[src/rtl/core/lisr_pkg.sv]
// Shared types and constants for the linear interpolation speed resampler.
// No dependencies.
package lisr_pkg;

  localparam int SAMPLE_W = 16;
  localparam int INDEX_W = 14;
  localparam int SPEED_W = 20;
  localparam int FRAC_W = 16;
  localparam int BUFFER_DEPTH_DEF = 1024;
  localparam logic [SPEED_W-1:0] SPEED_RESET = 20'h10000;

  typedef enum logic {
    OP_LOAD = 1'b0,
    OP_PULL = 1'b1
  } op_e;

  typedef struct packed {
    op_e                        operation;
    logic signed [SAMPLE_W-1:0] sample_in;
    logic                       last_sample;
  } req_t;

  typedef struct packed {
    logic signed [SAMPLE_W-1:0] sample_out;
    logic [INDEX_W-1:0]         index;
    logic                       done_res;
  } res_t;

  // control that rides alongside a pull through the pipeline
  typedef struct packed {
    logic               done;
    logic [INDEX_W-1:0] index;
  } tag_t;

endpackage

[src/rtl/core/lisr_interp.sv]
// Interpolation datapath: registered (next - prev) * frac, then prev + product >>> 16.
// Depends on lisr_pkg.
module lisr_interp (
  input  logic                                 clk_i,
  input  logic                                 rst_ni,
  input  logic                                 valid_i,
  input  lisr_pkg::tag_t                       tag_i,
  input  logic signed [lisr_pkg::SAMPLE_W-1:0] prev_i,
  input  logic signed [lisr_pkg::SAMPLE_W-1:0] next_i,
  input  logic [lisr_pkg::FRAC_W-1:0]          frac_i,
  output logic                                 res_strobe_o,
  output lisr_pkg::res_t                       res_o
);

  localparam int DIFF_W = lisr_pkg::SAMPLE_W + 1;
  localparam int PROD_W = DIFF_W + lisr_pkg::FRAC_W;

  logic signed [DIFF_W-1:0]          diff;
  logic signed [DIFF_W+lisr_pkg::FRAC_W:0] prod_full;
  logic signed [PROD_W-1:0]          prod_d, prod_q;
  logic signed [lisr_pkg::SAMPLE_W-1:0] prev_q;
  lisr_pkg::tag_t                    tag_q;
  logic                              valid_q;
  logic signed [DIFF_W-1:0]          sum;
  lisr_pkg::res_t                    res_d, res_q;
  logic                              strobe_q;

  assign diff      = DIFF_W'(next_i) - DIFF_W'(prev_i);
  assign prod_full = diff * $signed({1'b0, frac_i});
  assign prod_d    = PROD_W'(prod_full);

  always_ff @(posedge clk_i or negedge rst_ni) begin
    if (!rst_ni) begin
      valid_q  <= 1'b0;
      strobe_q <= 1'b0;
    end else begin
      valid_q  <= valid_i;
      strobe_q <= valid_q;
    end
  end

  always_ff @(posedge clk_i) begin
    prod_q <= prod_d;
    prev_q <= prev_i;
    tag_q  <= tag_i;
    res_q  <= res_d;
  end

  assign sum = DIFF_W'(prev_q) + $signed(prod_q[PROD_W-1:lisr_pkg::FRAC_W]);

  always_comb begin
    res_d.index    = tag_q.index;
    res_d.done_res = tag_q.done;
    if (tag_q.done) begin
      res_d.sample_out = '0;
    end else begin
      res_d.sample_out = sum[lisr_pkg::SAMPLE_W-1:0];
    end
  end

  assign res_strobe_o = strobe_q;
  assign res_o        = res_q;

endmodule

[config.mk]
export PLATFORM = sky130hd
export DESIGN_NAME = lisr_interp
export DESIGN_NICKNAME = d
export VERILOG_FILES = /design/src/rtl/core/lisr_pkg.sv /design/src/rtl/core/lisr_interp.sv
export SDC_FILE = /design/constraint.sdc
export NUM_CORES = 1
export LEC_CHECK = 0
export BUFFER_PORTS_ARGS = -buffer_cell sky130_fd_sc_hd__buf_4
export CORE_MARGIN = 2
export CORE_UTILIZATION = 65
export CTS_BUF_LIST = sky130_fd_sc_hd__clkbuf_4 sky130_fd_sc_hd__clkbuf_8 sky130_fd_sc_hd__clkbuf_16
export CTS_CLUSTER_DIAMETER = 50
export CTS_CLUSTER_SIZE = 30
export DETAILED_ROUTE_END_ITERATION = 8
export PLACE_DENSITY = 0.85
export REMOVE_ABC_BUFFERS = 1
export SLEW_MARGIN = 5
export SYNTH_ARGS = -nofsm -noshare
export SYNTH_HDL_FRONTEND = slang
export SYNTH_SLANG_ARGS = --single-unit
[constraint.sdc]
create_clock -name clk_i -period 5.1 [get_ports clk_i]
set_clock_uncertainty 0.1 [all_clocks]
set_input_delay 0.765 -clock clk_i [delete_from_list [all_inputs] [get_ports clk_i]]
set_output_delay 0.765 -clock clk_i [all_outputs]
set_load 0.05 [all_outputs]
==> impl_metrics.tcl, run 1 <==
set metrics [dict create \
    regArea_mm2 0.00161 \
    worstHoldPathType "input pin to asynchronous set/reset pin" \
    drc 0 \
    syn_avg_cell_area_um2 9.26 \
    totalWireLength_mm 45.0 \
    grt_pass1_vias 12400 \
    grt_start_max_net_pins 18 \
    dieArea_mm2 0.0216 \
    cp.arrival_ps 8720 \
    fp.dieH_um 147 \
    coreArea_mm2 0.0202 \
    fill_cells 1004 \
    clock_path_buffers 2 \
    grt-ovfl-total 0 \
    clock-sinks 80 \
    floorplan.rows 52 \
    cp_data_required_time_ps 5260 \
    root_buffer "clkbuf_16" \
    min_period_over_period_pct 168 \
    multi_input_area_mm2 0.0109 \
    dp_hpwl_mm 28.7 \
    async_flop_share_pct 2.50 \
    synth_top_area_share_pct 39.1 \
    htreeDepth 3 \
    critical_path_class "input pin to flop" \
    violations "negative setup slack" \
    yosys_warnings 0 \
    max-cap-violations 0 \
    syn_area_mm2 0.0133 \
    cp_common_cell "fa_1" \
    cpPeakStageDelay_ps 550 \
    grt_pass1_wl_mm 61.3 \
    finalSetupViolCount 16 \
    avgViaCountPerCell 5.92 \
    num_vias 11900 \
    yosys.area.top_type "fa_1" \
    post_route_cells_drive_above_1_share_pct 28.8 \
    cp-start-kind "input pin" \
    dp_slack_ps -3110 \
    ys_ff_latch 80 \
    status "finished with violations" \
    drtIter0Drc 1226 \
    numCtsBuffers 9 \
    crit_slowest_cell "a2111oi_4" \
    synth.distinct_cells 66 \
    final_net_count 2181 \
    synth_enable_flop_cells 0 \
    fmax_mhz 117 \
    portBuffers 97 \
    clk_latency_ps 340 \
    cp-end-kind "flop" \
    area_growth_pct 29.0 \
    worst_slew_pin_slew_ps 590 \
    die_x_um 147 \
    wire_per_inst_um 22.3 \
    slew_headroom_pct 60.6 \
    antenna_left 0 \
    synth_seq_area_share_pct 12.1 \
    grt_usage_pct 36.5 \
    cp_max_fo 6 \
    antenna_found_initial 0 \
    synth.area.top_cells "fa_1, dfxtp_1, ha_1" \
    synth_cells 1437 \
    place_congestion 0.981 \
    slew_violations 0 \
    postLayoutCoreUtil_pct 85.1 \
    fin_ws_ps -3460 \
    fin_crit_ps 8560 \
    postCtsHoldBufs 0 \
    cts_tree "done" \
    dr.pass1.iters 6 \
    antenna_cells 0 \
    synthFlopType "dfxtp_1" \
    hold_viol 0 \
    rsz0062_at_grt "yes" \
    start_util_pct 66.0 \
    ios 98 \
    clk_pin_slew_ps 70 \
]
critical path: cells and delay by family:
family	cells	cell delay, ps
and+or+nand+nor	5	1010
AOI/OAI and AO/OA	9	2250
xor gates and xnor gates	2	310
buffers and inverters	8	700
adders and majority gates	9	3670
synth_stat cells (3+ instances only):
library cell	instances
inv_1	358
fa_1	260
nand2_1	165
ha_1	116
and2_1	108
dfxtp_1	78
a21oi_1	38
xnor2_1	38
clkbuf_1	31
nor2_1	31
nor2b_1	27
xor2_1	19
nand2b_1	15
nor3_1	14
a21o_1	11
o21ai_0	11
o21a_1	8
nand3_1	7
nand4_1	7
o21bai_1	7
and3_1	6
a211oi_1	5
a31oi_1	5
buf_2	5
o21ai_1	5
or3_1	5
o21ai_2	4
buf_6	3
layout make-up:
cell class              instances  share of cell area (%)
multi-input cells             959                    63.7
well taps                     270                    1.97
flip-flops and latches         80                    9.39
inverters                     358                    7.84
repair buffers                331                    15.3
clock buffers                   9                    1.31
clock inverters                 7                   0.488
layer usage:
metal	global-route usage, %	wire length (µm)	up-vias
met5	0	0	-
met4	18.0	4270	0
met3	6.77	4640	343
met2	65.0	21600	913
met1	42.2	14400	5779
li1	-	-	4892
timing repair:
item / in CTS / in global routing
gates resized for setup: 81 / 110
pin swaps: 71 / 111
setup endpoints to repair: 16 / 16
buffers inserted: 21 / 25
gates cloned: 0 / 0
cells in the final DEF, fill, tap and decap left out, drive strengths merged, types with 9 or more instances in the layout:
cell type,synthesis,routed
ha,116,116
dfxtp,78,78
xor2,21,21
xnor2,41,41
nor2b,28,28
nor3,14,14
nand2,165,165
nand2b,15,15
buf,9,331
clkbuf,31,9
o21ai,20,20
a21oi,39,39
nor2,31,31
inv,358,362
o21a,9,9
fa,260,260
a21o,11,11
and2,108,108
worst paths after layout:
check                                    from                      to  slack, ps  cells after the start
max                                 next_i[0]      prod_q[31]$_DFF_P_      -3460                     33
min                                    rst_ni  res_strobe_o$_DFF_PN0_         90                      1
max reg2reg                prod_q[17]$_DFF_P_    res_o[28]$_SDFF_PP0_       2420                      9
min reg2reg                  res_d[9]$_DFF_P_        res_o[9]$_DFF_P_        230                      0
max in group asynchronous              rst_ni       valid_q$_DFF_PN0_       4720                      1
min in group clk_i           res_d[9]$_DFF_P_        res_o[9]$_DFF_P_        230                      0
through the flow:
step | instance area (µm²) | hold WS (ps) | std cells | setup TNS (ps)
4_1_cts | 16600 | 91.4 | 1999 | -36720
6_report | 17200 | 94.7 | 2014 | -46330
2_1_floorplan | 13100 | 210 | 1397 | -36660
3_5_place_dp | 15700 | 212 | 1963 | -46560
5_1_grt | 17200 | 88.9 | 2014 | -47900
3_3_place_gp | 15700 | 210 | 1963 | -44050
sequential cells by signal (all words and copies together) (netlist names):
| name | cells |
|---|---|
| res_o | 31 |
| res_strobe_o | 1 |
| res_d | 15 |
| valid_q | 1 |
| prev_q | 16 |
| prod_q | 16 |
cells by family after synthesis:
logic type                 synth area share, %
buffers and inverters                     11.5
and+or+nand+nor                           14.6
adders and majority gates                 50.0
AOI/OAI and AO/OA                         7.11
DFF                                       12.1
xor gates and xnor gates                  4.53
muxes                                    0.150
Power of run 1 is left out: the tool's default activity adds up to more than one toggle a clock period on the data nets, which glitch-free logic cannot reach.
==> inputs of run 2 (changes only) <==
--- a/config.mk
+++ b/config.mk
@@ -9,3 +9,3 @@
 export CORE_MARGIN = 2
-export CORE_UTILIZATION = 65
+export CORE_UTILIZATION = 39
 export CTS_BUF_LIST = sky130_fd_sc_hd__clkbuf_4 sky130_fd_sc_hd__clkbuf_8 sky130_fd_sc_hd__clkbuf_16
@@ -14,3 +14,2 @@
 export DETAILED_ROUTE_END_ITERATION = 8
-export PLACE_DENSITY = 0.85
 export REMOVE_ABC_BUFFERS = 1
==> constraint.sdc (replaced) <==
create_clock -name clk_i -period 5.1 [get_ports clk_i]
set_clock_uncertainty 0.1 [all_clocks]
set_input_delay 0.51 -clock clk_i [delete_from_list [all_inputs] [get_ports clk_i]]
set_output_delay 0.51 -clock clk_i [all_outputs]
set_load 0.05 [all_outputs]
==> run 2 against run 1 <==
  * The run still ends with negative setup slack left
  * Global-route usage down 16 points
  * Critical path depth down 2
  * Design area about the same
  * Worst hold slack better by 85 ps
  * Non-clock buffer count down 1
  * Register-to-register slack better by 250 ps
==> impl_metrics.tcl, run 2 (synthesis results as in run 1) <==
set metrics [dict create \
    status "finished with violations" \
    violations "negative setup slack" \
    drc 0 \
    cp_common_cell "fa_1" \
    dr.pass1.iters 5 \
    htreeDepth 3 \
    antenna_found_initial 0 \
    clk_latency_ps 330 \
    crit_slowest_cell "fa_1" \
    clock_path_buffers 2 \
    grt-ovfl-total 0 \
    clock-sinks 80 \
    drtIter0Drc 381 \
    grt_pass1_vias 11400 \
    grt_usage_pct 20.1 \
    root_buffer "clkbuf_16" \
    antenna_left 0 \
    grt_start_max_net_pins 18 \
    hold_viol 0 \
    slew_violations 0 \
    max-cap-violations 0 \
    mostFrequentLayoutCell "inv_1" \
    cp_max_fo 8 \
    critical_path_class "input pin to flop" \
    area_growth_pct 29.0 \
    fmax_mhz 137 \
    worst_slew_pin_slew_ps 608 \
    cpPeakStageDelay_ps 540 \
    wire_per_inst_um 15.7 \
    fp.dieH_um 189 \
    ios 98 \
    fill_cells 3122 \
    avgViaCountPerCell 4.70 \
    final_net_count 2180 \
    dieArea_mm2 0.0356 \
    coreArea_mm2 0.0335 \
    instances_no_fill 2191 \
    clk_pin_slew_ps 60 \
    cts_tree "done" \
    min_period_over_period_pct 143 \
    start_util_pct 39.7 \
    cp-start-kind "input pin" \
    grt_pass1_wl_mm 57.2 \
    fin_ws_ps -2210 \
    num_vias 10300 \
    fin_crit_ps 7310 \
    totalWireLength_mm 34.3 \
    rsz0062_at_grt "yes" \
    numCtsBuffers 9 \
    antenna_cells 0 \
    place_congestion 0.886 \
    die_x_um 189 \
    post_route_cells_drive_above_1_share_pct 26.8 \
    dp_hpwl_mm 29.4 \
    finalSetupViolCount 16 \
    postLayoutCoreUtil_pct 51.2 \
    slew_headroom_pct 59.4 \
    final_cell_mix "inv_1, buf_4, fa_1, nand2_1, ha_1" \
    place_inst 2156 \
    cp.arrival_ps 7420 \
    portBuffers 97 \
    cp_data_required_time_ps 5210 \
    worstHoldPathType "input pin to flop" \
    cp-end-kind "flop" \
    floorplan.rows 67 \
    largest_reg_flops 31 \
]
run 2: worst paths after layout:
| kind | from | end | slack (ps) | cells after the start |
|---|---|---|---|---|
| max | prev_i[1] | prod_q[31]$_DFF_P_ | -2210 | 31 |
| max in group asynchronous | rst_ni | valid_q$_DFF_PN0_ | 4420 | 2 |
| min | tag_i[14] | res_d[0]$_DFF_P_ | 180 | 1 |
| min in group asynchronous | rst_ni | res_strobe_o$_DFF_PN0_ | 400 | 2 |
| min reg2reg | res_d[7]$_DFF_P_ | res_o[7]$_DFF_P_ | 220 | 0 |
| max reg2reg | prod_q[17]$_DFF_P_ | res_o[28]$_SDFF_PP0_ | 2670 | 9 |
run 2: layer usage:
layer | GRT usage (%) | vias up | part of all wire [%]
li1 | - | 4884 | -
met1 | 27.1 | 5122 | 45
met2 | 34.8 | 246 | 48
met3 | 2.68 | 37 | 4.7
met4 | 3.70 | 0 | 1.8
met5 | 0 | - | 0
run 2: repair_timing:
| item | 4_1_cts | 5_1_grt |
|---|---|---|
| hold endpoints to repair | 2 | 0 |
| gates resized for setup | 86 | 49 |
| pin swaps | 86 | 68 |
| hold buffers | 1 | 0 |
| setup endpoints to repair | 16 | 16 |
| gates cloned | 0 | 0 |
| buffers inserted | 18 | 9 |
run 2: layout make-up:
cell class / count / area (µm²) / area share [%]
Tap cell: 448 / 561 / 3.26
Sequential cell: 80 / 1610 / 9.39
Clock buffer: 12 / 260 / 1.52
Multi-Input combinational cell: 959 / 10700 / 62.4
Inverter: 358 / 1350 / 7.84
Timing Repair Buffer: 330 / 2630 / 15.3
Clock inverter: 4 / 52.6 / 0.306
run 2: worst max-delay path, delay by kind of cell:
| kind | cells | cell delay (ps) |
|---|---|---|
| buffers and inverters | 7 | 470 |
| adder cells (fa/ha/maj) | 8 | 3580 |
| AO/OA/AOI/OAI | 8 | 1700 |
| AND/OR/NAND/NOR | 5 | 720 |
| XOR/XNOR | 3 | 430 |
run 2: stage by stage:
| stage | TNS, ps | cell area (µm²) | hold WS, ps | worst slack, ps |
|---|---|---|---|---|
| global placement | -41380 | 16100 | 192 | -2790 |
| floorplan | -32580 | 13100 | 114 | -2320 |
| CTS | -33430 | 16900 | 164 | -2250 |
| detailed placement | -43130 | 16100 | 195 | -2910 |
| finish | -32370 | 17200 | 179 | -2210 |
| global route | -36140 | 17200 | 163 | -2490 |
Power of run 2 is left out for the same reason.
==> inputs of run 3 (changes only) <==
- HOLD_SLACK_MARGIN: not set -> 0.02
- clock period: 5.1 -> 5.9 ns (I/O delays scaled with it)
==> run 3 against run 2 <==
  * The run still ends with negative setup slack left
  * Design area rose by 1.1%
  * Register-to-register slack gained 770 ps
  * Non-clock buffer count rose by 7
  * Setup slack gained 740 ps
  * Critical endpoint unchanged
==> impl_metrics.tcl, run 3 (synthesis results as in run 1) <==
set metrics [dict create \
    wire_per_inst_um 16.1 \
    fp.dieH_um 189 \
    dp_slack_ps -2210 \
    post_route_cells_drive_above_1_share_pct 27.5 \
    status "finished with violations" \
    min_period_over_period_pct 125 \
    slew_headroom_pct 60.6 \
    antenna_left 0 \
    cp_data_required_time_ps 6060 \
    cp-start-kind "input pin" \
    numCtsBuffers 9 \
    fin_ws_ps -1470 \
    violations "negative setup slack" \
    cp_max_fo 4 \
    cp_common_cell "fa_1" \
    critical_path_class "input pin to flop" \
    grt_usage_pct 20.4 \
    num_vias 10400 \
    die_x_um 189 \
    hold_viol 0 \
    clk_pin_slew_ps 60 \
    final_net_count 2187 \
    ios 98 \
    gr-usage-met3_pct 2.46 \
    cts_tree "done" \
    root_buffer "clkbuf_16" \
    grt_start_max_net_pins 18 \
    rsz0062_at_grt "yes" \
    cpPeakStageDelay_ps 570 \
    drtIter0Drc 402 \
    cp.arrival_ps 7530 \
    largest_reg_flops 31 \
    mostFrequentLayoutCell "inv_1" \
    slew_violations 0 \
    grt_pass1_wl_mm 57.8 \
    worst_slew_pin_slew_ps 590 \
    place_congestion 0.899 \
    fmax_mhz 136 \
    avgViaCountPerCell 4.72 \
    grt_use_met2_pct 34.6 \
    grt-ovfl-total 0 \
    area_growth_pct 30.5 \
    clock-sinks 80 \
    dr.pass1.iters 6 \
    start_util_pct 39.7 \
    dieArea_mm2 0.0356 \
    drc 0 \
    antenna_cells 0 \
    totalWireLength_mm 35.3 \
    fin_crit_ps 7370 \
    dp_hpwl_mm 29.2 \
    worstHoldPathType "flop to flop" \
    finalSetupViolCount 16 \
    coreArea_mm2 0.0335 \
    crit_slowest_cell "fa_1" \
    antenna_found_initial 0 \
    clock_path_buffers 2 \
    busiest_layer "met2" \
    portBuffers 97 \
    grt_pass1_vias 11400 \
    cp-end-kind "flop" \
    met1_usage_pct 27.3 \
    htreeDepth 3 \
    clk_latency_ps 330 \
    floorplan.rows 67 \
    max-cap-violations 0 \
    final_cell_mix "inv_1, buf_4, fa_1, nand2_1, ha_1" \
]
-- run 3: changes by cell type in the layout (fill, tap and decap cells not counted), moves of 3 or more --
cell	delta
nor2_2	-4
inv_1	-3
xor2_1	+3
buf_6	+8
nor2_1	+4
inv_2	+3
fa_2	+4
ha_1	-5
fa_1	-4
a21oi_1	-3
xor2_2	-3
buf_4	-4
ha_4	+5
-- run 3: routing by layer --
| layer | vias to the layer above | share of wire (%) |
|---|---|---|
| li1 | 4901 | - |
| met1 | 5165 | 45 |
| met2 | 264 | 48 |
| met3 | 50 | 4.7 |
| met4 | 0 | 2.6 |
| met5 | - | 0 |
-- run 3: critical path, delay by kind of cell --
family                     cells  cell delay, ps
adders and majority gates      8            3500
AOI/OAI and AO/OA              8            1670
and+or+nand+nor                5             690
buffers and inverters          7             540
xor gates and xnor gates       2             280
muxes                          1             240
-- run 3: area by class of cell --
cell class                 count  area, µm²
fill                        3021      16200
multi-input combinational    959      10800
timing repair buffer         337       2740
sequential                    80       1610
inverter                     358       1350
tap                          448        561
clock buffer                  12        267
clock inverter                 4       35.0
-- run 3: stage by stage --
| stage | setup TNS [ps] | utilization [%] | instance area [µm²] | hold WS (ps) | cells |
|---|---|---|---|---|---|
| final | -20350 | 51.8 | 17400 | 226 | 2198 |
| after global routing | -23800 | 51.8 | 17400 | 234 | 2198 |
| after CTS | -21900 | 50.5 | 16900 | 228 | 2186 |
| after global placement | -29880 | 47.7 | 16000 | 211 | 2147 |
| after floorplan | -21060 | - | 13100 | 194 | 1397 |
| after detailed placement | -31660 | 47.7 | 16000 | 212 | 2147 |
-- run 3: worst paths after layout --
kind,cells past startpoint,start,to,slack (ps)
worst max-delay path,31,prev_i[1],prod_q[31]$_DFF_P_,-1470
worst min-delay path,0,res_d[6]$_DFF_P_,res_o[6]$_DFF_P_,230
worst max register to register,9,prod_q[17]$_DFF_P_,res_o[30]$_SDFF_PP0_,3440
worst min register to register,0,res_d[6]$_DFF_P_,res_o[6]$_DFF_P_,230
max in group asynchronous,2,rst_ni,res_strobe_o$_DFF_PN0_,5130
min in group asynchronous,2,rst_ni,valid_q$_DFF_PN0_,480
-- run 3: what timing repair did --
action	4_1_cts	5_1_grt
pin swaps	84	90
hold buffers	1	0
setup endpoints to repair	16	16
cloned	0	1
setup buffers	23	15
gates resized for setup	91	72
hold endpoints to repair	2	0
Power of run 3 is left out for the same reason.
